`src/sv/grkf_pkg.sv`:
```
package grkf_pkg;

    localparam int RAW_W    = 16;
    localparam int SAMPLE_W = 29;
    localparam int EST_W    = 32;
    localparam int COV_W    = 32;
    localparam int OUT_W    = 21;
    localparam int NOISE_W  = 15;
    localparam int NFIX_W   = 22;
    localparam int APB_AW   = 4;
    localparam int APB_DW   = 32;

    // register index codes
    localparam logic [1:0] REG_RATE_OFFSET   = 2'd0;
    localparam logic [1:0] REG_PROCESS_NOISE = 2'd1;
    localparam logic [1:0] REG_MEASURE_NOISE = 2'd2;

    localparam logic signed [RAW_W-1:0] RATE_OFFSET_RST   = -16'sd37;
    localparam logic [NOISE_W-1:0]      PROCESS_NOISE_RST = 15'd80;
    localparam logic [NOISE_W-1:0]      MEASURE_NOISE_RST = 15'd320;

    // sample scale: 65536*100/1638 = 4000 + 800/819, rounded via reciprocal of 819
    localparam logic [27:0] SCALE_INT   = 28'd4000;
    localparam logic [25:0] SCALE_FRAC  = 26'd800;
    localparam logic [25:0] SCALE_HALF  = 26'd409;
    localparam int          SCALE_PW    = 53;
    localparam logic [SCALE_PW-1:0] SCALE_RECIP = 53'd83906566;
    localparam int          SCALE_SHIFT = 36;
    localparam int          SCALE_Q_W   = 16;

    // noise scale: 65536/1000 = 65 + 536/1000, /1000 as >>3 then reciprocal of 125
    localparam logic [NFIX_W-1:0] NOISE_INT  = 22'd65;
    localparam logic [24:0]       NOISE_FRAC = 25'd536;
    localparam logic [24:0]       NOISE_HALF = 25'd500;
    localparam int                NOISE_PW   = 45;
    localparam logic [NOISE_PW-1:0] NOISE_RECIP = 45'd4294968;
    localparam int                NOISE_SHIFT = 29;
    localparam int                NOISE_Q_W   = 16;

    localparam logic [OUT_W-1:0] OUT_MAX     = 21'h0FFFFF;
    localparam logic [OUT_W-1:0] OUT_MIN     = 21'h100000;
    localparam logic [24:0]      OUT_LIM_POS = 25'd1048575;
    localparam logic [24:0]      OUT_LIM_NEG = 25'd1048576;

    typedef logic signed [SAMPLE_W-1:0] sample_t;

    typedef struct packed {
        logic [NOISE_W-1:0] process_noise;
        logic [NOISE_W-1:0] measure_noise;
    } noise_cfg_t;

endpackage

```
`src/sv/grkf_front.sv`:
```
module grkf_front (
    input  logic                                aclk,
    input  logic                                aresetn,
    input  logic                                s_tvalid,
    output logic                                s_tready,
    input  logic [15:0]                         s_tdata,   // [15:0] raw_rate
    input  logic signed [grkf_pkg::RAW_W-1:0]   rate_offset,
    output logic                                push_valid,
    input  logic                                push_ready,
    output grkf_pkg::sample_t                   push_data
);
    import grkf_pkg::*;

    localparam logic [1:0] ST_IDLE  = 2'd0;
    localparam logic [1:0] ST_SCALE = 2'd1;
    localparam logic [1:0] ST_RECIP = 2'd2;
    localparam logic [1:0] ST_PUSH  = 2'd3;

    logic [1:0]            state_reg, state_next;
    logic                  neg_reg;
    logic [16:0]           mag_reg;
    logic [25:0]           y_reg;
    logic [SCALE_Q_W-1:0]  q_reg;

    logic [16:0]           sum;
    logic [16:0]           mag;
    logic [SCALE_PW-1:0]   prod;
    logic [27:0]           mag_full;
    logic [SAMPLE_W-1:0]   mag_ext;

    assign sum  = {s_tdata[15], s_tdata} + {rate_offset[RAW_W-1], rate_offset};
    assign mag  = sum[16] ? (~sum + 17'd1) : sum;
    assign prod = SCALE_PW'(y_reg) * SCALE_RECIP;

    assign mag_full = 28'(mag_reg) * SCALE_INT + 28'(q_reg);
    assign mag_ext  = {1'b0, mag_full};

    assign s_tready   = (state_reg == ST_IDLE);
    assign push_valid = (state_reg == ST_PUSH);
    assign push_data  = neg_reg ? sample_t'(~mag_ext + SAMPLE_W'(1)) : sample_t'(mag_ext);

    always_comb begin
        state_next = state_reg;
        case (state_reg)
            ST_IDLE:  if (s_tvalid) state_next = ST_SCALE;
            ST_SCALE: state_next = ST_RECIP;
            ST_RECIP: state_next = ST_PUSH;
            ST_PUSH:  if (push_ready) state_next = ST_IDLE;
            default:  state_next = ST_IDLE;
        endcase
    end

    always_ff @(posedge aclk) begin
        if (!aresetn) begin
            state_reg <= ST_IDLE;
        end else begin
            state_reg <= state_next;
        end
    end

    always_ff @(posedge aclk) begin
        if (state_reg == ST_IDLE && s_tvalid) begin
            neg_reg <= sum[16];
            mag_reg <= mag;
        end
        if (state_reg == ST_SCALE) begin
            y_reg <= 26'(mag_reg) * SCALE_FRAC + SCALE_HALF;
        end
        if (state_reg == ST_RECIP) begin
            q_reg <= prod[SCALE_SHIFT +: SCALE_Q_W];
        end
    end

endmodule

```
`config.mk`:
```
export PLATFORM = sky130hd
export DESIGN_NAME = grkf_front
export DESIGN_NICKNAME = d
export VERILOG_FILES = /design/src/sv/grkf_pkg.sv /design/src/sv/grkf_front.sv
export SDC_FILE = /design/constraint.sdc
export NUM_CORES = 1
export LEC_CHECK = 0
export BUFFER_PORTS_ARGS = -buffer_cell sky130_fd_sc_hd__buf_2
export CORE_MARGIN = 2
export CORE_UTILIZATION = 57
export CTS_BUF_LIST = sky130_fd_sc_hd__clkbuf_8
export DETAILED_ROUTE_END_ITERATION = 16
export HOLD_SLACK_MARGIN = 0.03
export PLACE_DENSITY = 0.84
export SLEW_MARGIN = 20
export SYNTH_ARGS = -nofsm -noshare
export SYNTH_HDL_FRONTEND = slang
export SYNTH_SLANG_ARGS = --single-unit
export TNS_END_PERCENT = 50
```
`constraint.sdc`:
```
create_clock -name aclk -period 7.5 [get_ports aclk]
set_input_delay 1.125 -clock aclk [delete_from_list [all_inputs] [get_ports aclk]]
set_output_delay 1.125 -clock aclk [all_outputs]
set_load 0.05 [all_outputs]
```
==> parameters.txt <==
Parameter                              Value

Flow run
  Max-cap violations    0

Placement
  Final HPWL from detailed placement    roughly 26 mm
  Number of input and output port buffers inserted    66
  Final weighted congestion in routability-driven placement    about 0.90
  Setup slack at placement    -0.0494 ns

Yosys
  Register area share after synthesis    between 10% and 20%
  Synthesized area divided by synthesized cell count    9.61 µm²
  Distinct cells, synth    just over 90
  Syn Inst Count    1,461
  Post-synthesis instance area    between 0.01 and 0.015 mm²
  Main flop type after synthesis    sky130_fd_sc_hd__edfxtp_1
  Warnings, synthesis    0
  FFs w/ async S/R, synth    0%
  Number of synthesized flops with an enable pin    55
  Syn nets    ~2,000
  Count of state elements after synthesis    57

Worst hold path
  Start point of the worst hold path    state_reg[0]
  Worst min path class    register to register

Clocking
  TritonCTS Buffers    9
  Longest Clk Path Bufs    2
  Sinks on Clock Net    57
  Clock insertion delay at the later pin of the skew report    0.37 ns
  CTS root buf    sky130_fd_sc_hd__clkbuf_8
  CTS H-Tree Depth    3
  TritonCTS clock tree    built
  Clock-pin slew on the worst setup and hold paths    roughly 0.07 ns

STA
  Hold slack    roughly 0.54 ns
  Crit share post-route    104%
  # setup viols final    12
  Worst Slack Setup Final    -0.267 ns
  Final total negative setup slack    -2.01 ns
  Transition at the pin with the smallest max-transition slack    1.14 ns
  Fin. max-slew vios    0
  Endpoints failing hold    0
  Setup repair after global routing missed its margin    true
  Post-route minimum period    just under 8 ns
  Worst clock skew    0.00782 ns
  Worst slew margin relative to its limit    between 20% and 30%
  Highest clock rate    roughly 130 MHz

Drt
  Final wirelength    about 33 mm
  DR vias    ~11,000
  Number of nets with antenna violations after detailed routing    0
  Drt first pass iters    7
  Average wire per standard cell    about 17 µm
  Avg Vias per Cell    5.95
  Number of DRC violations after detailed-routing iteration 0    between 600 and 700
  Number of remaining DRC errors    0

Cells and area
  Highest-count cells in the layout ignoring fill and taps    358 x sky130_fd_sc_hd__ha_1, 244 x sky130_fd_sc_hd__inv_1, 118 x sky130_fd_sc_hd__fa_1
  Post-route core utilization    between 60% and 70%
  Relative area change from synthesis to final layout    10.6%
  Fraction of layout cells with a size suffix above 1    between 10% and 20%
  Antenna diode count    0
  Nets    between 2,000 and 2,500
  Most common cell after layout, fill and taps aside    sky130_fd_sc_hd__ha_1
  Max reg flops    21

GRT
  Antenna violations before repair    1
  Remaining global-route overflow    0
  Maximum number of pins on one net before global-route repair    32
  Number of global-route vias before repair    approximately 11,000
  Global-route usage over all layers    about a quarter
  Global-route wire length before repair    51.1 mm

Worst setup path
  Data required time of the worst path    approximately 6.4 ns
  Startpoint type of the worst setup path    register
  Register-to-Register Setup Slack    1.19 ns
  Startpoint of the most critical register-to-register path    y_reg[7]
  Type of the worst setup path    register to output port
  Data arrival time of the worst path    roughly 6.6 ns
  Largest driver fanout on the critical path    5
  Timing startpoint of the critical path    mag_reg[1]
  Worst Setup End Kind    output port

Floorplanning
  Standard-cell row count    57
  Die Height    ~160 µm
  Top-level port count    67
  Placeable core area    roughly 0.024 mm²
  Die Footprint    roughly 0.026 mm²
  Initial core utilization    between 50 and 60%
  Width of the chip    between 150 and 200 µm

Status
  Failing checks    negative setup slack
  Outcome    finished, violations left
[cell type report]
| cell class | count | area [µm²] |
|---|---|---|
| tap | 324 | 405 |
| timing repair buffer | 107 | 674 |
| clock inverter | 6 | 85.1 |
| clock buffer | 9 | 124 |
| fill | 1769 | 8720 |
| inverter | 256 | 982 |
| sequential | 57 | 1690 |
| multi-input combinational | 1137 | 11600 |
[repair_timing]
item,in CTS,in global routing
setup buffers,18,20
gates resized for setup,28,44
hold buffers,0,0
pin swaps,6,33
setup endpoints to repair,11,12
[worst max-delay path, cell delays in order, from the launching register on]
cell and delay, ns:
sky130_fd_sc_hd__edfxtp_1 0.46, sky130_fd_sc_hd__fa_1 0.62, sky130_fd_sc_hd__inv_2 0.06, sky130_fd_sc_hd__fa_1 0.53, sky130_fd_sc_hd__fa_1 0.45, sky130_fd_sc_hd__fa_1 0.57
sky130_fd_sc_hd__inv_2 0.05, sky130_fd_sc_hd__ha_4 0.23, sky130_fd_sc_hd__o211ai_1 0.27, sky130_fd_sc_hd__a21oi_2 0.07, sky130_fd_sc_hd__nor2_1 0.17, sky130_fd_sc_hd__xnor2_1 0.13
sky130_fd_sc_hd__ha_1 0.41, sky130_fd_sc_hd__o21ai_1 0.12, sky130_fd_sc_hd__nand2b_1 0.11, sky130_fd_sc_hd__a21oi_2 0.07, sky130_fd_sc_hd__a21oi_2 0.17, sky130_fd_sc_hd__nand2_2 0.14
sky130_fd_sc_hd__or4_4 0.61, sky130_fd_sc_hd__mux2_4 0.34, sky130_fd_sc_hd__nand2_1 0.10, sky130_fd_sc_hd__a21oi_1 0.10, sky130_fd_sc_hd__xnor2_1 0.22, sky130_fd_sc_hd__clkbuf_4 0.26
[final timing paths]
check                       end  depth (start not counted)
setup / recovery  push_data[25]                         23
hold / removal     state_reg[0]                          2
setup reg to reg      q_reg[15]                         20
hold reg to reg    state_reg[0]                          2
[cell usage after synthesis, types with 6 or more instances]
cell | count | share of area [%]
sky130_fd_sc_hd__o21a_1 | 17 | 0.91
sky130_fd_sc_hd__a21oi_1 | 71 | 2.5
sky130_fd_sc_hd__nand4_1 | 7 | 0.31
sky130_fd_sc_hd__nand3_1 | 20 | 0.71
sky130_fd_sc_hd__xnor2_1 | 92 | 5.7
sky130_fd_sc_hd__o211ai_1 | 8 | 0.43
sky130_fd_sc_hd__nand2_1 | 54 | 1.4
sky130_fd_sc_hd__a211oi_1 | 12 | 0.64
sky130_fd_sc_hd__o21ai_0 | 35 | 1.2
sky130_fd_sc_hd__a31oi_1 | 8 | 0.36
sky130_fd_sc_hd__nor2b_1 | 13 | 0.58
sky130_fd_sc_hd__ha_1 | 363 | 32
sky130_fd_sc_hd__o21bai_1 | 9 | 0.48
sky130_fd_sc_hd__edfxtp_1 | 55 | 12
sky130_fd_sc_hd__fa_1 | 118 | 17
sky130_fd_sc_hd__and2_1 | 11 | 0.49
sky130_fd_sc_hd__nor3_1 | 22 | 0.78
sky130_fd_sc_hd__a211o_1 | 6 | 0.37
sky130_fd_sc_hd__xor2_1 | 42 | 2.6
sky130_fd_sc_hd__nor2_1 | 62 | 1.7
sky130_fd_sc_hd__nand2b_1 | 16 | 0.71
sky130_fd_sc_hd__a21o_1 | 26 | 1.4
sky130_fd_sc_hd__o31ai_1 | 8 | 0.43
sky130_fd_sc_hd__inv_1 | 255 | 6.8
sky130_fd_sc_hd__and3_1 | 11 | 0.49
[kinds of logic after synthesis]
logic type                 after synthesis  share of synthesized area (%)
adders and majority gates              481                           49.2
DFF                                     57                           12.0
AOI/OAI and AO/OA                      259                           12.7
muxes                                    4                          0.321
and+or+nand+nor                        258                           9.99
xor gates and xnor gates               135                           8.47
buffers and inverters                  267                           7.28
[per-stage QoR]
| step | std cells | instance area, µm² |
|---|---|---|
| floorplan | 1461 | 14000 |
| global placement | 1843 | 14700 |
| detailed placement | 1843 | 14700 |
| CTS | 1876 | 15200 |
| global route | 1896 | 15500 |
| finish | 1896 | 15500 |
[metal layers]
metal	track usage (%)	vias up	part of all wire [%]
met5	0	-	0.024
met4	9.70	2	4.6
met3	4.18	134	5.9
met2	45.2	432	51
met1	27.9	5416	38
li1	-	5288	-
Power is left out: the tool's default activity adds up to more than one toggle a clock period on the data nets, which glitch-free logic cannot reach.
