<file path="src/sv/grkf_pkg.sv">
package grkf_pkg;

    localparam int RAW_W    = 16;
    localparam int SAMPLE_W = 29;
    localparam int EST_W    = 32;
    localparam int COV_W    = 32;
    localparam int OUT_W    = 21;
    localparam int NOISE_W  = 15;
    localparam int NFIX_W   = 22;
    localparam int APB_AW   = 4;
    localparam int APB_DW   = 32;

    // register index codes
    localparam logic [1:0] REG_RATE_OFFSET   = 2'd0;
    localparam logic [1:0] REG_PROCESS_NOISE = 2'd1;
    localparam logic [1:0] REG_MEASURE_NOISE = 2'd2;

    localparam logic signed [RAW_W-1:0] RATE_OFFSET_RST   = -16'sd37;
    localparam logic [NOISE_W-1:0]      PROCESS_NOISE_RST = 15'd80;
    localparam logic [NOISE_W-1:0]      MEASURE_NOISE_RST = 15'd320;

    // sample scale: 65536*100/1638 = 4000 + 800/819, rounded via reciprocal of 819
    localparam logic [27:0] SCALE_INT   = 28'd4000;
    localparam logic [25:0] SCALE_FRAC  = 26'd800;
    localparam logic [25:0] SCALE_HALF  = 26'd409;
    localparam int          SCALE_PW    = 53;
    localparam logic [SCALE_PW-1:0] SCALE_RECIP = 53'd83906566;
    localparam int          SCALE_SHIFT = 36;
    localparam int          SCALE_Q_W   = 16;

    // noise scale: 65536/1000 = 65 + 536/1000, /1000 as >>3 then reciprocal of 125
    localparam logic [NFIX_W-1:0] NOISE_INT  = 22'd65;
    localparam logic [24:0]       NOISE_FRAC = 25'd536;
    localparam logic [24:0]       NOISE_HALF = 25'd500;
    localparam int                NOISE_PW   = 45;
    localparam logic [NOISE_PW-1:0] NOISE_RECIP = 45'd4294968;
    localparam int                NOISE_SHIFT = 29;
    localparam int                NOISE_Q_W   = 16;

    localparam logic [OUT_W-1:0] OUT_MAX     = 21'h0FFFFF;
    localparam logic [OUT_W-1:0] OUT_MIN     = 21'h100000;
    localparam logic [24:0]      OUT_LIM_POS = 25'd1048575;
    localparam logic [24:0]      OUT_LIM_NEG = 25'd1048576;

    typedef logic signed [SAMPLE_W-1:0] sample_t;

    typedef struct packed {
        logic [NOISE_W-1:0] process_noise;
        logic [NOISE_W-1:0] measure_noise;
    } noise_cfg_t;

endpackage

</file>
<file path="src/sv/grkf_back.sv">
module grkf_back #(
    parameter int GAIN_FRAC_BITS = 16
) (
    input  logic                 aclk,
    input  logic                 aresetn,
    input  grkf_pkg::noise_cfg_t noise_cfg,
    input  logic                 pop_valid,
    output logic                 pop_ready,
    input  grkf_pkg::sample_t    pop_data,
    output logic                 m_tvalid,
    input  logic                 m_tready,
    output logic [23:0]          m_tdata    // [20:0] filtered_rate
);
    import grkf_pkg::*;

    localparam int G     = GAIN_FRAC_BITS;
    localparam int CNT_W = $clog2(G + 1);
    localparam logic [G:0]        ONE  = (G + 1)'(1) << G;
    localparam logic [EST_W+G-1:0] HALF = (EST_W + G)'(1) << (G - 1);

    localparam logic [2:0] B_IDLE = 3'd0;
    localparam logic [2:0] B_PRED = 3'd1;
    localparam logic [2:0] B_DIV  = 3'd2;
    localparam logic [2:0] B_MUL  = 3'd3;
    localparam logic [2:0] B_UPD  = 3'd4;
    localparam logic [2:0] B_OUT  = 3'd5;

    logic [2:0]             state_reg, state_next;
    logic [CNT_W-1:0]       cnt_reg;

    // noise conversion pipeline
    logic [NOISE_W-1:0]     qn_reg, rn_reg;
    logic [24:0]            qy_reg, ry_reg;
    logic [NFIX_W-1:0]      qfix_reg, rfix_reg;
    logic [NOISE_W-1:0]     r_src;
    logic [NOISE_PW-1:0]    qprod, rprod;

    // filter state
    logic signed [EST_W-1:0] est_reg;
    logic [COV_W-1:0]        cov_reg;

    sample_t                sample_reg;
    logic [COV_W-1:0]       pmid_reg;
    logic [COV_W:0]         den_reg;
    logic [COV_W:0]         rem_reg;
    logic [G-1:0]           gain_reg;
    logic                   dneg_reg;
    logic [EST_W-1:0]       dmag_reg;
    logic [EST_W+G-1:0]     pstep_reg;
    logic [COV_W+G:0]       pcov_reg;

    logic                   ovalid_reg;
    logic [OUT_W-1:0]       odata_reg;

    logic [COV_W:0]         pred_sum;
    logic [COV_W-1:0]       pmid;
    logic [EST_W:0]         diff;
    logic [COV_W+1:0]       sh;
    logic                   ge;
    logic [G:0]             one_minus;
    logic [EST_W+G-1:0]     step_rnd;
    logic [EST_W-1:0]       step_mag;
    logic [EST_W:0]         step_ext;
    logic [EST_W:0]         x_sum;
    logic [EST_W:0]         xmag;
    logic [EST_W:0]         xrnd;
    logic [24:0]            omag;
    logic [OUT_W-1:0]       oval;
    logic                   out_free;

    assign r_src = (noise_cfg.measure_noise == '0) ? NOISE_W'(1) : noise_cfg.measure_noise;
    assign qprod = NOISE_PW'(qy_reg[24:3]) * NOISE_RECIP;
    assign rprod = NOISE_PW'(ry_reg[24:3]) * NOISE_RECIP;

    always_ff @(posedge aclk) begin
        qn_reg   <= noise_cfg.process_noise;
        rn_reg   <= r_src;
        qy_reg   <= 25'(noise_cfg.process_noise) * NOISE_FRAC + NOISE_HALF;
        ry_reg   <= 25'(r_src) * NOISE_FRAC + NOISE_HALF;
        qfix_reg <= NFIX_W'(qn_reg) * NOISE_INT + NFIX_W'(qprod[NOISE_SHIFT +: NOISE_Q_W]);
        rfix_reg <= NFIX_W'(rn_reg) * NOISE_INT + NFIX_W'(rprod[NOISE_SHIFT +: NOISE_Q_W]);
    end

    assign pred_sum = {1'b0, cov_reg} + (COV_W + 1)'(qfix_reg);
    assign pmid     = pred_sum[COV_W] ? '1 : pred_sum[COV_W-1:0];
    assign diff     = {{(EST_W + 1 - SAMPLE_W){sample_reg[SAMPLE_W-1]}}, sample_reg}
                      - {est_reg[EST_W-1], est_reg};

    assign sh = {rem_reg, 1'b0};
    assign ge = (sh >= {1'b0, den_reg});

    assign one_minus = ONE - {1'b0, gain_reg};
    assign step_rnd  = pstep_reg + HALF;
    assign step_mag  = step_rnd[G +: EST_W];
    assign step_ext  = dneg_reg ? (~{1'b0, step_mag} + (EST_W + 1)'(1)) : {1'b0, step_mag};
    assign x_sum     = {est_reg[EST_W-1], est_reg} + step_ext;

    assign xmag = est_reg[EST_W-1] ? (~{est_reg[EST_W-1], est_reg} + (EST_W + 1)'(1))
                                   : {1'b0, est_reg};
    assign xrnd = xmag + (EST_W + 1)'(128);
    assign omag = xrnd[EST_W:8];

    always_comb begin
        if (est_reg[EST_W-1]) begin
            oval = (omag > OUT_LIM_NEG) ? OUT_MIN : OUT_W'(~omag + 25'd1);
        end else begin
            oval = (omag > OUT_LIM_POS) ? OUT_MAX : OUT_W'(omag);
        end
    end

    assign out_free  = !ovalid_reg || m_tready;
    assign pop_ready = (state_reg == B_IDLE);
    assign m_tvalid  = ovalid_reg;
    assign m_tdata   = {3'b000, odata_reg};

    always_comb begin
        state_next = state_reg;
        case (state_reg)
            B_IDLE:  if (pop_valid) state_next = B_PRED;
            B_PRED:  state_next = B_DIV;
            B_DIV:   if (cnt_reg == CNT_W'(G - 1)) state_next = B_MUL;
            B_MUL:   state_next = B_UPD;
            B_UPD:   state_next = B_OUT;
            B_OUT:   if (out_free) state_next = B_IDLE;
            default: state_next = B_IDLE;
        endcase
    end

    always_ff @(posedge aclk) begin
        if (!aresetn) begin
            state_reg  <= B_IDLE;
            est_reg    <= '0;
            cov_reg    <= '0;
            ovalid_reg <= 1'b0;
            cnt_reg    <= '0;
        end else begin
            state_reg <= state_next;
            if (state_reg == B_PRED) cnt_reg <= '0;
            if (state_reg == B_DIV)  cnt_reg <= cnt_reg + CNT_W'(1);
            if (state_reg == B_UPD) begin
                est_reg <= x_sum[EST_W-1:0];
                cov_reg <= pcov_reg[G +: COV_W];
            end
            if (state_reg == B_OUT && out_free) begin
                ovalid_reg <= 1'b1;
            end else if (m_tready) begin
                ovalid_reg <= 1'b0;
            end
        end
    end

    always_ff @(posedge aclk) begin
        if (state_reg == B_IDLE && pop_valid) begin
            sample_reg <= pop_data;
        end
        if (state_reg == B_PRED) begin
            pmid_reg <= pmid;
            den_reg  <= {1'b0, pmid} + (COV_W + 1)'(rfix_reg);
            rem_reg  <= {1'b0, pmid};
            gain_reg <= '0;
            dneg_reg <= diff[EST_W];
            dmag_reg <= diff[EST_W] ? EST_W'(~diff + (EST_W + 1)'(1)) : diff[EST_W-1:0];
        end
        if (state_reg == B_DIV) begin
            rem_reg  <= ge ? (COV_W + 1)'(sh - {1'b0, den_reg}) : sh[COV_W:0];
            gain_reg <= {gain_reg[G-2:0], ge};
        end
        if (state_reg == B_MUL) begin
            pstep_reg <= (EST_W + G)'(dmag_reg) * (EST_W + G)'(gain_reg);
            pcov_reg  <= (COV_W + G + 1)'(pmid_reg) * (COV_W + G + 1)'(one_minus);
        end
        if (state_reg == B_OUT && out_free) begin
            odata_reg <= oval;
        end
    end

endmodule

</file>
<file path="config.mk">
export PLATFORM = sky130hd
export DESIGN_NAME = grkf_back
export DESIGN_NICKNAME = d
export VERILOG_FILES = /design/src/sv/grkf_pkg.sv /design/src/sv/grkf_back.sv
export SDC_FILE = /design/constraint.sdc
export NUM_CORES = 2
export LEC_CHECK = 0
export BUFFER_PORTS_ARGS = -buffer_cell sky130_fd_sc_hd__buf_2
export CAP_MARGIN = 15
export CORE_MARGIN = 1
export CORE_UTILIZATION = 55
export CTS_BUF_LIST = sky130_fd_sc_hd__clkbuf_8
export CTS_CLUSTER_DIAMETER = 60
export DETAILED_ROUTE_END_ITERATION = 6
export GPL_TIMING_DRIVEN = 0
export PLACE_DENSITY = 0.85
export SYNTH_ARGS = -nofsm -noshare
export SYNTH_HDL_FRONTEND = slang
export SYNTH_SLANG_ARGS = --single-unit
</file>
<file path="constraint.sdc">
create_clock -name aclk -period 10.95 [get_ports aclk]
set_clock_uncertainty 0.05 [all_clocks]
set_input_delay 2.19 -clock aclk [delete_from_list [all_inputs] [get_ports aclk]]
set_output_delay 2.19 -clock aclk [all_outputs]
set_load 0.01 [all_outputs]
</file>
==> impl_metrics.tcl <==
set metrics [dict create \
    path_max_fanout 6 \
    overflow 0 \
    required_ps 11520 \
    clock-root-buffer "clkbuf_8" \
    area_delta_synth_final_pct 6.16 \
    cts_tree "yes" \
    layout_commonest_cell "inv_1" \
    synth_cell_type_count 94 \
    antenna_found_initial 10 \
    seq_area_sq_um 11700 \
    drc 2 \
    cp_common_cell "ha_1" \
    multi_input_area_sq_um 56100 \
    finalCriticalPeriod_ps 10210 \
    synth.yosys.warnings 0 \
    grt_pass1_vias 62500 \
    drive_gt1_frac 0.0355 \
    grt.total_usage 0.304 \
    numCtsBuffers 76 \
    slew_headroom 0.187 \
    dpl.hpwl_mm 167 \
    yosysSeqAreaShare 0.156 \
    cts_max_path_buffers 3 \
    max_clock_freq_mhz 97.9 \
    slew_viol_final 0 \
    avgSynthCellArea_sq_um 9.09 \
    critPathSlowestCell "dfxtp_1" \
    outcome "finished, violations left" \
    clk_pin_slew_ps 70 \
    hold_viol 0 \
    ant_nets 0 \
    htreeDepth 3 \
    ys_seq_elements 451 \
    setup_viol 0 \
    rsz0062_at_grt "no" \
    final_nets 10500 \
    setup-tns-final_ps 0 \
    drt-wirelength-per-cell_um 20.0 \
    grt_pass1_wl_mm 330 \
    dieHeight_um 370 \
    worst_pin_slew_ps 1210 \
    drt_pass1_iterations 7 \
    synthCells 8204 \
    cts.sinks 451 \
    rows 134 \
    cp-start-kind "flip-flop" \
    die_w_um 370 \
    gp_congestion 1.05 \
    via_per_inst 5.87 \
    drt_iter0_drc 5567 \
    io_pins 89 \
    start_util 0.557 \
    use_met1 0.393 \
    synth_area_sq_um 74600 \
    cp.arrival_ps 10790 \
    use_met2 0.485 \
    period_share 0.933 \
    io_buffers 85 \
    grt_use_met3 0.0786 \
    routed_wl_mm 204 \
    final_cell_mix "1550 x inv_1, 1109 x nand2_1, 1098 x fa_1" \
    synth_ff_type "edfxtp_1" \
    synth_edf_count 262 \
    critPathMaxStageDelay_ps 660 \
    drv_cap 0 \
    n_fill_cell 10800 \
    core-area_sq_um 134000 \
    grt_max_degree 61 \
    clock_latency_ps 760 \
    dieArea_sq_um 137000 \
    gr-max-usage-layer "met2" \
    hold_class "flip-flop to flip-flop" \
    violations "DRC" \
    cp-end-kind "flip-flop" \
    worstSetupPathType "flip-flop to flip-flop" \
    vias 59900 \
    synthArstFlopShare 0 \
    cts_setup_buffers 0 \
]
[cells in the mapped netlist, types with 115 or more instances]
cell type,count,area [sq um]
clkbuf_1,274,1030
edfxtp_1,262,7870
o21ai_0,206,1030
nand3_1,115,576
nor2_1,306,1150
xor2_1,129,1130
fa_1,1098,22000
a21oi_1,220,1100
ha_1,934,11700
nand2_1,1109,4160
and2_1,354,2210
dfxtp_1,189,3780
xnor2_1,269,2360
inv_1,1540,5780
[kinds of logic (layout without fill, tap and decap cells)]
| family | Yosys count | count (layout) | share of synthesized area |
|---|---|---|---|
| and+or+nand+nor | 2391 | 2391 | 0.153 |
| adders and majority gates | 2032 | 2032 | 0.451 |
| buffers and inverters | 1838 | 2074 | 0.0927 |
| AOI/OAI and AO/OA | 1060 | 1060 | 0.0957 |
| DFF | 451 | 451 | 0.156 |
| xor gates and xnor gates | 400 | 400 | 0.0472 |
| muxes | 31 | 31 | 0.00429 |
| other | 1 | 12 | 0.0000503 |
[critical path: cells and delay by family (launching register included)]
| kind | cells | cell delay, ps |
|---|---|---|
| buffers and inverters | 4 | 230 |
| flip-flops | 1 | 660 |
| AO/OA/AOI/OAI | 15 | 4390 |
| adder cells (fa/ha/maj) | 10 | 3800 |
| AND/OR/NAND/NOR | 3 | 800 |
| XOR/XNOR | 1 | 160 |
[layout make-up]
cell class | count | share of cell area
inverter | 1541 | 0.0730
clock buffer | 90 | 0.0156
sequential | 451 | 0.147
tap | 1768 | 0.0279
buffer | 296 | 0.0143
timing repair buffer | 99 | 0.00776
antenna | 9 | 0.000284
multi-input combinational | 5917 | 0.708
clock inverter | 48 | 0.00619
[final timing paths]
check | from | endpoint | slack (ps) | cells past startpoint
worst max-delay path | ry_reg[11]$_DFF_P_ | rfix_reg[20]$_DFF_P_ | 740 | 33
worst min-delay path | cnt_reg[3]$_SDFFE_PN0P_ | cnt_reg[3]$_SDFFE_PN0P_ | 420 | 1
worst max register to register | ry_reg[11]$_DFF_P_ | rfix_reg[20]$_DFF_P_ | 740 | 33
worst min register to register | cnt_reg[3]$_SDFFE_PN0P_ | cnt_reg[3]$_SDFFE_PN0P_ | 420 | 1
[timing repair]
action / 4_1_cts / 5_1_grt
endpoints found under the hold margin: 0 / 0
hold buffers: 0 / 0
resized for setup: 0 / 5
endpoints found under the setup margin: 0 / 3
[per-layer routing]
metal  vias to the layer above  routed length, um  part of all wire
met5                         -                 58           0.00028
met4                         8               9120             0.045
met3                       658              23600              0.12
met2                      3211              92400              0.45
met1                     29300              78800              0.39
li1                      26800                  -                 -
[through the flow]
stage	setup WS [ps]	cell area, sq um	instances	hold WS (ps)	util
2_1_floorplan	385	74600	8206	365	-
3_3_place_gp	-4220	77300	10100	381	0.577
3_5_place_dp	421	77500	10100	407	0.578
4_1_cts	408	79200	10200	414	0.591
5_1_grt	78.9	79200	10200	437	0.591
6_report	738	79200	10200	422	0.591
Power is left out: the tool's default activity adds up to more than one toggle a clock period on the data nets, which glitch-free logic cannot reach.
