**config.mk**
```make
export PLATFORM = sky130hd
export DESIGN_NAME = grkf_queue
export DESIGN_NICKNAME = d
export VERILOG_FILES = /design/src/sv/grkf_pkg.sv /design/src/sv/grkf_queue.sv
export SDC_FILE = /design/constraint.sdc
export NUM_CORES = 1
export LEC_CHECK = 0
export BUFFER_PORTS_ARGS = -buffer_cell sky130_fd_sc_hd__buf_2
export CELL_PAD_IN_SITES_DETAIL_PLACEMENT = 0
export CELL_PAD_IN_SITES_GLOBAL_PLACEMENT = 1
export CORE_ASPECT_RATIO = 2
export CORE_MARGIN = 1
export CORE_UTILIZATION = 46
export CTS_BUF_LIST = sky130_fd_sc_hd__clkbuf_16
export DETAILED_ROUTE_END_ITERATION = 7
export GPL_TIMING_DRIVEN = 0
export PLACE_DENSITY = 0.82
export SYNTH_ARGS = -nofsm -noshare
export SYNTH_HDL_FRONTEND = slang
export SYNTH_SLANG_ARGS = --single-unit
export TNS_END_PERCENT = 10
```
**constraint.sdc**
```tcl
create_clock -name aclk -period 2.65 [get_ports aclk]
set_input_delay 0.265 -clock aclk [delete_from_list [all_inputs] [get_ports aclk]]
set_output_delay 0.265 -clock aclk [all_outputs]
set_load 0.05 [all_outputs]
```
**src/sv/grkf_pkg.sv**
```systemverilog
package grkf_pkg;

    localparam int RAW_W    = 16;
    localparam int SAMPLE_W = 29;
    localparam int EST_W    = 32;
    localparam int COV_W    = 32;
    localparam int OUT_W    = 21;
    localparam int NOISE_W  = 15;
    localparam int NFIX_W   = 22;
    localparam int APB_AW   = 4;
    localparam int APB_DW   = 32;

    // register index codes
    localparam logic [1:0] REG_RATE_OFFSET   = 2'd0;
    localparam logic [1:0] REG_PROCESS_NOISE = 2'd1;
    localparam logic [1:0] REG_MEASURE_NOISE = 2'd2;

    localparam logic signed [RAW_W-1:0] RATE_OFFSET_RST   = -16'sd37;
    localparam logic [NOISE_W-1:0]      PROCESS_NOISE_RST = 15'd80;
    localparam logic [NOISE_W-1:0]      MEASURE_NOISE_RST = 15'd320;

    // sample scale: 65536*100/1638 = 4000 + 800/819, rounded via reciprocal of 819
    localparam logic [27:0] SCALE_INT   = 28'd4000;
    localparam logic [25:0] SCALE_FRAC  = 26'd800;
    localparam logic [25:0] SCALE_HALF  = 26'd409;
    localparam int          SCALE_PW    = 53;
    localparam logic [SCALE_PW-1:0] SCALE_RECIP = 53'd83906566;
    localparam int          SCALE_SHIFT = 36;
    localparam int          SCALE_Q_W   = 16;

    // noise scale: 65536/1000 = 65 + 536/1000, /1000 as >>3 then reciprocal of 125
    localparam logic [NFIX_W-1:0] NOISE_INT  = 22'd65;
    localparam logic [24:0]       NOISE_FRAC = 25'd536;
    localparam logic [24:0]       NOISE_HALF = 25'd500;
    localparam int                NOISE_PW   = 45;
    localparam logic [NOISE_PW-1:0] NOISE_RECIP = 45'd4294968;
    localparam int                NOISE_SHIFT = 29;
    localparam int                NOISE_Q_W   = 16;

    localparam logic [OUT_W-1:0] OUT_MAX     = 21'h0FFFFF;
    localparam logic [OUT_W-1:0] OUT_MIN     = 21'h100000;
    localparam logic [24:0]      OUT_LIM_POS = 25'd1048575;
    localparam logic [24:0]      OUT_LIM_NEG = 25'd1048576;

    typedef logic signed [SAMPLE_W-1:0] sample_t;

    typedef struct packed {
        logic [NOISE_W-1:0] process_noise;
        logic [NOISE_W-1:0] measure_noise;
    } noise_cfg_t;

endpackage

```
**src/sv/grkf_queue.sv**
```systemverilog
module grkf_queue (
    input  logic              aclk,
    input  logic              aresetn,
    input  logic              push_valid,
    output logic              push_ready,
    input  grkf_pkg::sample_t push_data,
    output logic              pop_valid,
    input  logic              pop_ready,
    output grkf_pkg::sample_t pop_data
);
    import grkf_pkg::*;

    sample_t     mem_reg [2];
    logic        wr_ptr_reg;
    logic        rd_ptr_reg;
    logic [1:0]  count_reg, count_next;
    logic        do_push, do_pop;

    assign push_ready = (count_reg != 2'd2);
    assign pop_valid  = (count_reg != 2'd0);
    assign pop_data   = mem_reg[rd_ptr_reg];
    assign do_push    = push_valid && push_ready;
    assign do_pop     = pop_valid && pop_ready;

    always_comb begin
        count_next = count_reg;
        if (do_push && !do_pop) count_next = count_reg + 2'd1;
        if (!do_push && do_pop) count_next = count_reg - 2'd1;
    end

    always_ff @(posedge aclk) begin
        if (!aresetn) begin
            wr_ptr_reg <= 1'b0;
            rd_ptr_reg <= 1'b0;
            count_reg  <= 2'd0;
        end else begin
            count_reg <= count_next;
            if (do_push) wr_ptr_reg <= ~wr_ptr_reg;
            if (do_pop)  rd_ptr_reg <= ~rd_ptr_reg;
        end
    end

    always_ff @(posedge aclk) begin
        if (do_push) mem_reg[wr_ptr_reg] <= push_data;
    end

endmodule

```
==> results of run 1 <==
-- metrics by stage --
step / power (mW) / hold slack (ns)
5_1_grt: 3.709 / 0.1178
4_1_cts: 3.597 / 0.1211
3_3_place_gp: 2.578 / 0.4527
6_report: 3.552 / 0.1327
3_5_place_dp: 2.623 / 0.4560
2_1_floorplan: 2.350 / 0.3639
-- power by group through the flow --
stage / combinational (mW) / clock (mW) / sequential, mW
6_report: 1.27 / 0.963 / 1.32
5_1_grt: 1.34 / 1.03 / 1.33
3_5_place_dp: 1.28 / 0 / 1.34
2_1_floorplan: 1.03 / 0 / 1.32
3_3_place_gp: 1.25 / 0 / 1.32
4_1_cts: 1.29 / 0.988 / 1.32
-- per-layer routing --
layer	part of all wire [%]	global-route usage, %
met1	33	15.75
met4	2.4	10.93
met5	0	0
met2	57	28.01
met3	7.4	7.738
-- worst max-delay path by stage --
stage / from / end / slack [ns] / cells after the start
6_report: count_reg[0] / mem_reg[0][7] / 0.68 / 3
3_3_place_gp: count_reg[0] / mem_reg[1][16] / 0.62 / 2
4_1_cts: count_reg[0] / mem_reg[1][13] / 0.46 / 2
3_5_place_dp: count_reg[0] / mem_reg[1][13] / 0.47 / 2
5_1_grt: count_reg[0] / mem_reg[0][11] / 0.43 / 3
2_1_floorplan: count_reg[0] / mem_reg[1][0] / 0.50 / 2
-- logic make-up (layout without fill, tap and decap cells) --
logic type / count (synthesis) / in the layout / share of synthesized area, %
adders and majority gates: 1 / 1 / 0.5390
AOI/OAI and AO/OA: 5 / 5 / 1.617
xor gates and xnor gates: 3 / 3 / 1.132
and+or+nand+nor: 9 / 9 / 2.373
DFF: 63 / 63 / 79.35
muxes: 29 / 29 / 14.07
buffers and inverters: 4 / 83 / 0.9164
-- synthesized netlist by cell type --
cell type   n  area (um2)
xnor2_1     3       26.28
inv_1       1       3.750
nor2b_1     2       12.51
nand3b_1    1       7.510
a21bo_2     1       10.01
dfxtp_1     5       100.1
and2_1      1       6.260
or3_1       1       6.260
edfxtp_1   58        1742
ha_1        1       12.51
a21boi_0    1       7.510
mux2_2     29       326.6
o21ai_0     1       5.000
o21a_1      1       7.510
nand2_1     1       3.750
buf_4       1       7.510
or2_2       1       6.260
nand2b_1    1       6.260
a21boi_1    1       7.510
and3_1      1       6.260
buf_2       2       10.01
-- critical path, cell delays in order, from the launching register on --
cell and delay, ns:
dfxtp_1 0.41, nand2b_1 0.22, nand3b_1 0.11, inv_1 0.84
-- final cells by class --
type,instances,area [um2]
Sequential cell,63,1842
Clock buffer,9,225.2
Clock inverter,7,27.53
Fill cell,373,1903
Buffer,3,17.52
Tap cell,57,71.32
Timing Repair Buffer,63,315.3
Inverter,1,3.754
Multi-Input combinational cell,47,459.2
==> impl_metrics.py, run 1 <==
metrics = {
    "placement": {
        "io_buffers": 63,
        "place_area_mm2": 0.002708,
        "gp_routability_congestion": 0.6139,
        "dp.final_hpwl_mm": 2.731,
        "dp_cells": 234,
        "dp_worst_setup_slack_ns": 0.4692,
    },
    "clock_network": {
        "cts_buffer_depth": 2,
        "cts_tree": "done",
        "clk_pin_slew_ns": 0.05,
        "cts_buffers": 9,
        "cts-root-buf": "clkbuf_16",
        "post-cts-setup-buffers": 0,
        "insertion_delay_ns": 0.32,
        "postCtsHoldBufs": 0,
        "post_cts_resized": 0,
        "clock-sinks": 63,
        "htreeDepth": 3,
    },
    "pwr": {
        "seqPwrFrac_pct": 37.1,
        "clkPwrFrac_pct": 27.1,
        "p_per_area_mw_per_mm2": 1199,
        "p_comb_share_pct": 35.8,
        "p_int_mw": 2.245,
        "irDropWorstVdd_uv": 889.8,
        "p_leak_nw": 1.147,
        "p_sw_share_pct": 36.79,
        "p_switching_mw": 1.307,
    },
    "drt": {
        "drt_pass1_iterations": 4,
        "drc": 0,
        "wirelength_mm": 3.940,
        "vias": 1244,
        "antenna_left": 0,
        "drtIter0Drc": 31,
        "vias_per_cell": 4.976,
        "detail_route.wl_per_cell_um": 15.76,
    },
    "layout": {
        "n_antenna_cell": 0,
        "final_cell_mix": "65 x buf_2, 58 x edfxtp_1, 29 x mux2_2",
        "drive_gt1_share_pct": 55.96,
        "final_area_mm2": 0.002962,
        "instances_no_fill": 250,
        "largest_reg_flops": 58,
        "utilization_pct": 60.88,
        "area.growth.synth_to_final_pct": 27.60,
        "layout_commonest_cell": "buf_2",
        "final_nets": 222,
    },
    "worst_setup_path": {
        "rr_endpoint": "mem_reg[0][7]",
        "rrSetupSlack_ns": 0.68,
        "cp-start-kind": "flip-flop",
        "arrival_ns": 1.90,
        "worstPathRequired_ns": 2.58,
        "critPathKind": "flip-flop to flip-flop",
        "reg2reg_depth": 3,
        "timing.rr.start": "count_reg[0]",
        "end_kind": "flip-flop",
        "crit_fanout": 29,
    },
    "die": {
        "die-height_um": 102.5,
        "initial_core_util_pct": 47.71,
        "design.portCount": 64,
        "die_w_um": 52.23,
        "dieArea_mm2": 0.005351,
        "row_count": 36,
        "core_mm2": 0.004865,
    },
    "timing": {
        "finalClockSkew_ns": 0.002591,
        "relSlewSlack_pct": 23.80,
        "min_period_over_period_pct": 74.37,
        "finalHoldViolCount": 0,
        "timing.setup.tns_ns": 0,
        "finalCriticalPeriod_ns": 1.971,
        "max_freq_ghz": 0.5074,
        "tightest_slew_ns": 1.142,
        "slew_viol_final": 0,
        "timing.final.ws_setup_ns": 0.6793,
        "setup_viol": 0,
        "rsz0062_at_grt": "false",
    },
    "run_status": {
        "outcome": "completed",
    },
    "worst_hold_path": {
        "min_from": "push_data[5]",
        "hold-path-cell-count": 1,
        "hold_class": "input port to flip-flop",
        "min_to": "mem_reg[0][5]",
    },
    "synth": {
        "yosysSeqAreaShare_pct": 79.35,
        "syn_inst": 114,
        "syn-mean-instance-area_um2": 20.36,
        "yosysUniqueCellTypes": 21,
        "synth_seq_cells": 63,
        "synth_nets": 148,
        "yosysWarnings": 0,
        "syn-cell-area_mm2": 0.002321,
    },
    "grt": {
        "gr-total-overflow": 0,
        "grt_max_degree": 30,
        "grt_pass1_wl_mm": 5.947,
        "grt_pass1_vias": 1306,
        "grt_antenna_before_repair": 0,
        "track_usage_pct": 16.71,
    },
    "run": {
        "cap_violations": 0,
    },
}
No activity file was read; power rests on OpenSTA's default activity.
==> inputs of run 2 (changes only) <==
- CORE_UTILIZATION: 46 -> 43
- PLACE_DENSITY: 0.82 -> 0.77
- clock period: 2.65 -> 1.9 ns (I/O delays scaled with it)
==> run 2 against run 1 <==
Against the previous run:
- sequential power is 39% higher
- utilization is 3.0 points lower
- via count is 0.80% higher
- critical path type is now flip-flop to primary output
- highest routed layer unchanged
==> impl_metrics.py, run 2 (synthesis results as in run 1) <==
metrics = {
    "clock_network": {
        "clock-sinks": 63,
        "insertion_delay_ns": 0.32,
        "cts-root-buf": "clkbuf_16",
        "cts_buffers": 9,
        "cts_buffer_depth": 2,
        "cts_tree": "done",
        "clk_pin_slew_ns": 0.05,
        "htreeDepth": 3,
        "post-cts-setup-buffers": 0,
    },
    "worst_setup_path": {
        "critPathKind": "flip-flop to primary output",
        "rr_endpoint": "mem_reg[0][8]",
        "timing.rr.start": "count_reg[0]",
        "crit_fanout": 10,
        "reg2reg_depth": 3,
        "worstPathCellList": "buf_4 > buf_4 > mux2_2 > buf_2",
        "crit_family": "buffers and inverters",
        "arrival_ns": 1.60,
        "crit_top_cell": "buf_4",
        "worstSetupEndpoint": "pop_data[19]",
        "worst_path_max_delay_cell": "mux2_2",
        "end_kind": "primary output",
        "cp-start-kind": "flip-flop",
        "rrSetupSlack_ns": 0.21,
        "cp.depth": 4,
        "timing.critical_path.buf_inv": 3,
        "worst_path_largest_cell_delay_ns": 0.35,
        "worstPathRequired_ns": 1.71,
    },
    "run_status": {
        "outcome": "completed",
    },
    "worst_hold_path": {
        "hold_class": "input port to flip-flop",
    },
    "timing": {
        "finalCriticalPeriod_ns": 1.789,
        "relSlewSlack_pct": 55.36,
        "rsz0062_at_grt": "false",
        "finalClockSkew_ns": 0.003225,
        "holdWs_ns": 0.06116,
        "max_freq_ghz": 0.5588,
        "slew_viol_final": 0,
        "finalHoldViolCount": 0,
        "tightest_slew_ns": 0.6696,
        "setup_viol": 0,
        "min_period_over_period_pct": 94.18,
    },
    "layout": {
        "largest_reg_flops": 58,
        "utilization_pct": 57.89,
        "final_cell_mix": "64 x buf_2, 58 x edfxtp_1, 29 x mux2_2",
        "n_antenna_cell": 0,
        "drive_gt1_share_pct": 58.85,
        "instances_no_fill": 250,
        "layout_commonest_cell": "buf_2",
        "final_area_mm2": 0.003002,
        "area.growth.synth_to_final_pct": 29.33,
        "final_nets": 222,
    },
    "grt": {
        "track_usage_pct": 15.47,
        "grt_max_degree": 30,
        "grt_pass1_wl_mm": 5.906,
        "gr-total-overflow": 0,
        "grt_pass1_vias": 1329,
        "grt_antenna_before_repair": 0,
    },
    "drt": {
        "antenna_left": 0,
        "drt_pass1_iterations": 4,
        "vias": 1254,
        "drc": 0,
        "drtIter0Drc": 52,
        "vias_per_cell": 5.016,
        "wirelength_mm": 3.923,
        "detail_route.wl_per_cell_um": 15.69,
    },
    "pwr": {
        "p_leak_nw": 1.144,
        "power.total_mw": 5.137,
        "irDropWorstVdd_uv": 1391,
        "p_per_area_mw_per_mm2": 1711,
    },
    "die": {
        "design.portCount": 64,
        "core_mm2": 0.005185,
        "die_w_um": 53.95,
        "initial_core_util_pct": 44.76,
        "row_count": 37,
        "die-height_um": 105.9,
        "dieArea_mm2": 0.005713,
    },
    "placement": {
        "place_area_mm2": 0.002710,
        "io_buffers": 63,
        "gp_routability_congestion": 0.6541,
        "dp.final_hpwl_mm": 2.775,
        "dp_cells": 235,
    },
    "run": {
        "cap_violations": 0,
    },
}
-- run 2: cell types whose count changed in the layout (fill, tap and decap cells not counted), sizes merged --
cell | before | now
clkinvlp | 0 | 1
bufinv | 0 | 1
inv | 5 | 0
clkinv | 3 | 5
-- run 2: layout make-up --
cell class / count / area (um2)
plain buffers: 3 / 20.02
clock buffers: 9 / 225.2
clock inverters: 6 / 52.55
fillers: 443 / 2183
inverters: 1 / 7.507
multi-input cells: 47 / 466.7
flip-flops and latches: 63 / 1842
well taps: 58 / 72.57
repair buffers: 63 / 315.3
-- run 2: per-stage QoR --
stage / setup TNS [ns] / worst slack, ns
after floorplan: -3.879 / -0.1338
after global placement: 0 / 0.005486
after detailed placement: -3.600 / -0.1253
after CTS: 0 / 0.07502
after global routing: 0 / 0.02757
final: 0 / 0.1105
-- run 2: metal layers --
layer / share of wire (%) / wire, um / global-route usage (%) / vias up
li1: - / - / - / 591
met1: 34 / 1342 / 13.80 / 603
met2: 57 / 2238 / 27.34 / 55
met3: 7.3 / 288 / 5.579 / 5
met4: 1.4 / 54 / 9.023 / 0
met5: 0 / 0 / 0 / -
-- run 2: how the worst min path moves through the flow --
stage | start | end | cells after the start
floorplan | push_data[0] | mem_reg[0][0] | 0
global placement | push_data[15] | mem_reg[1][15] | 1
detailed placement | push_data[15] | mem_reg[0][15] | 1
CTS | push_data[15] | mem_reg[0][15] | 1
global route | push_data[28] | mem_reg[1][28] | 1
finish | push_data[15] | mem_reg[0][15] | 1
-- run 2: repair_timing --
| item | CTS | global route |
|---|---|---|
| hold buffers | 0 | 0 |
| resized for setup | 2 | 2 |
| endpoints found under the setup margin | 31 | 29 |
-- run 2: power by group --
part / switching [mW] / internal [mW] / total (mW)
Combinational: 1.27 / 0.536 / 1.81
Sequential: 0.0745 / 1.76 / 1.84
Clock: 0.503 / 0.987 / 1.49
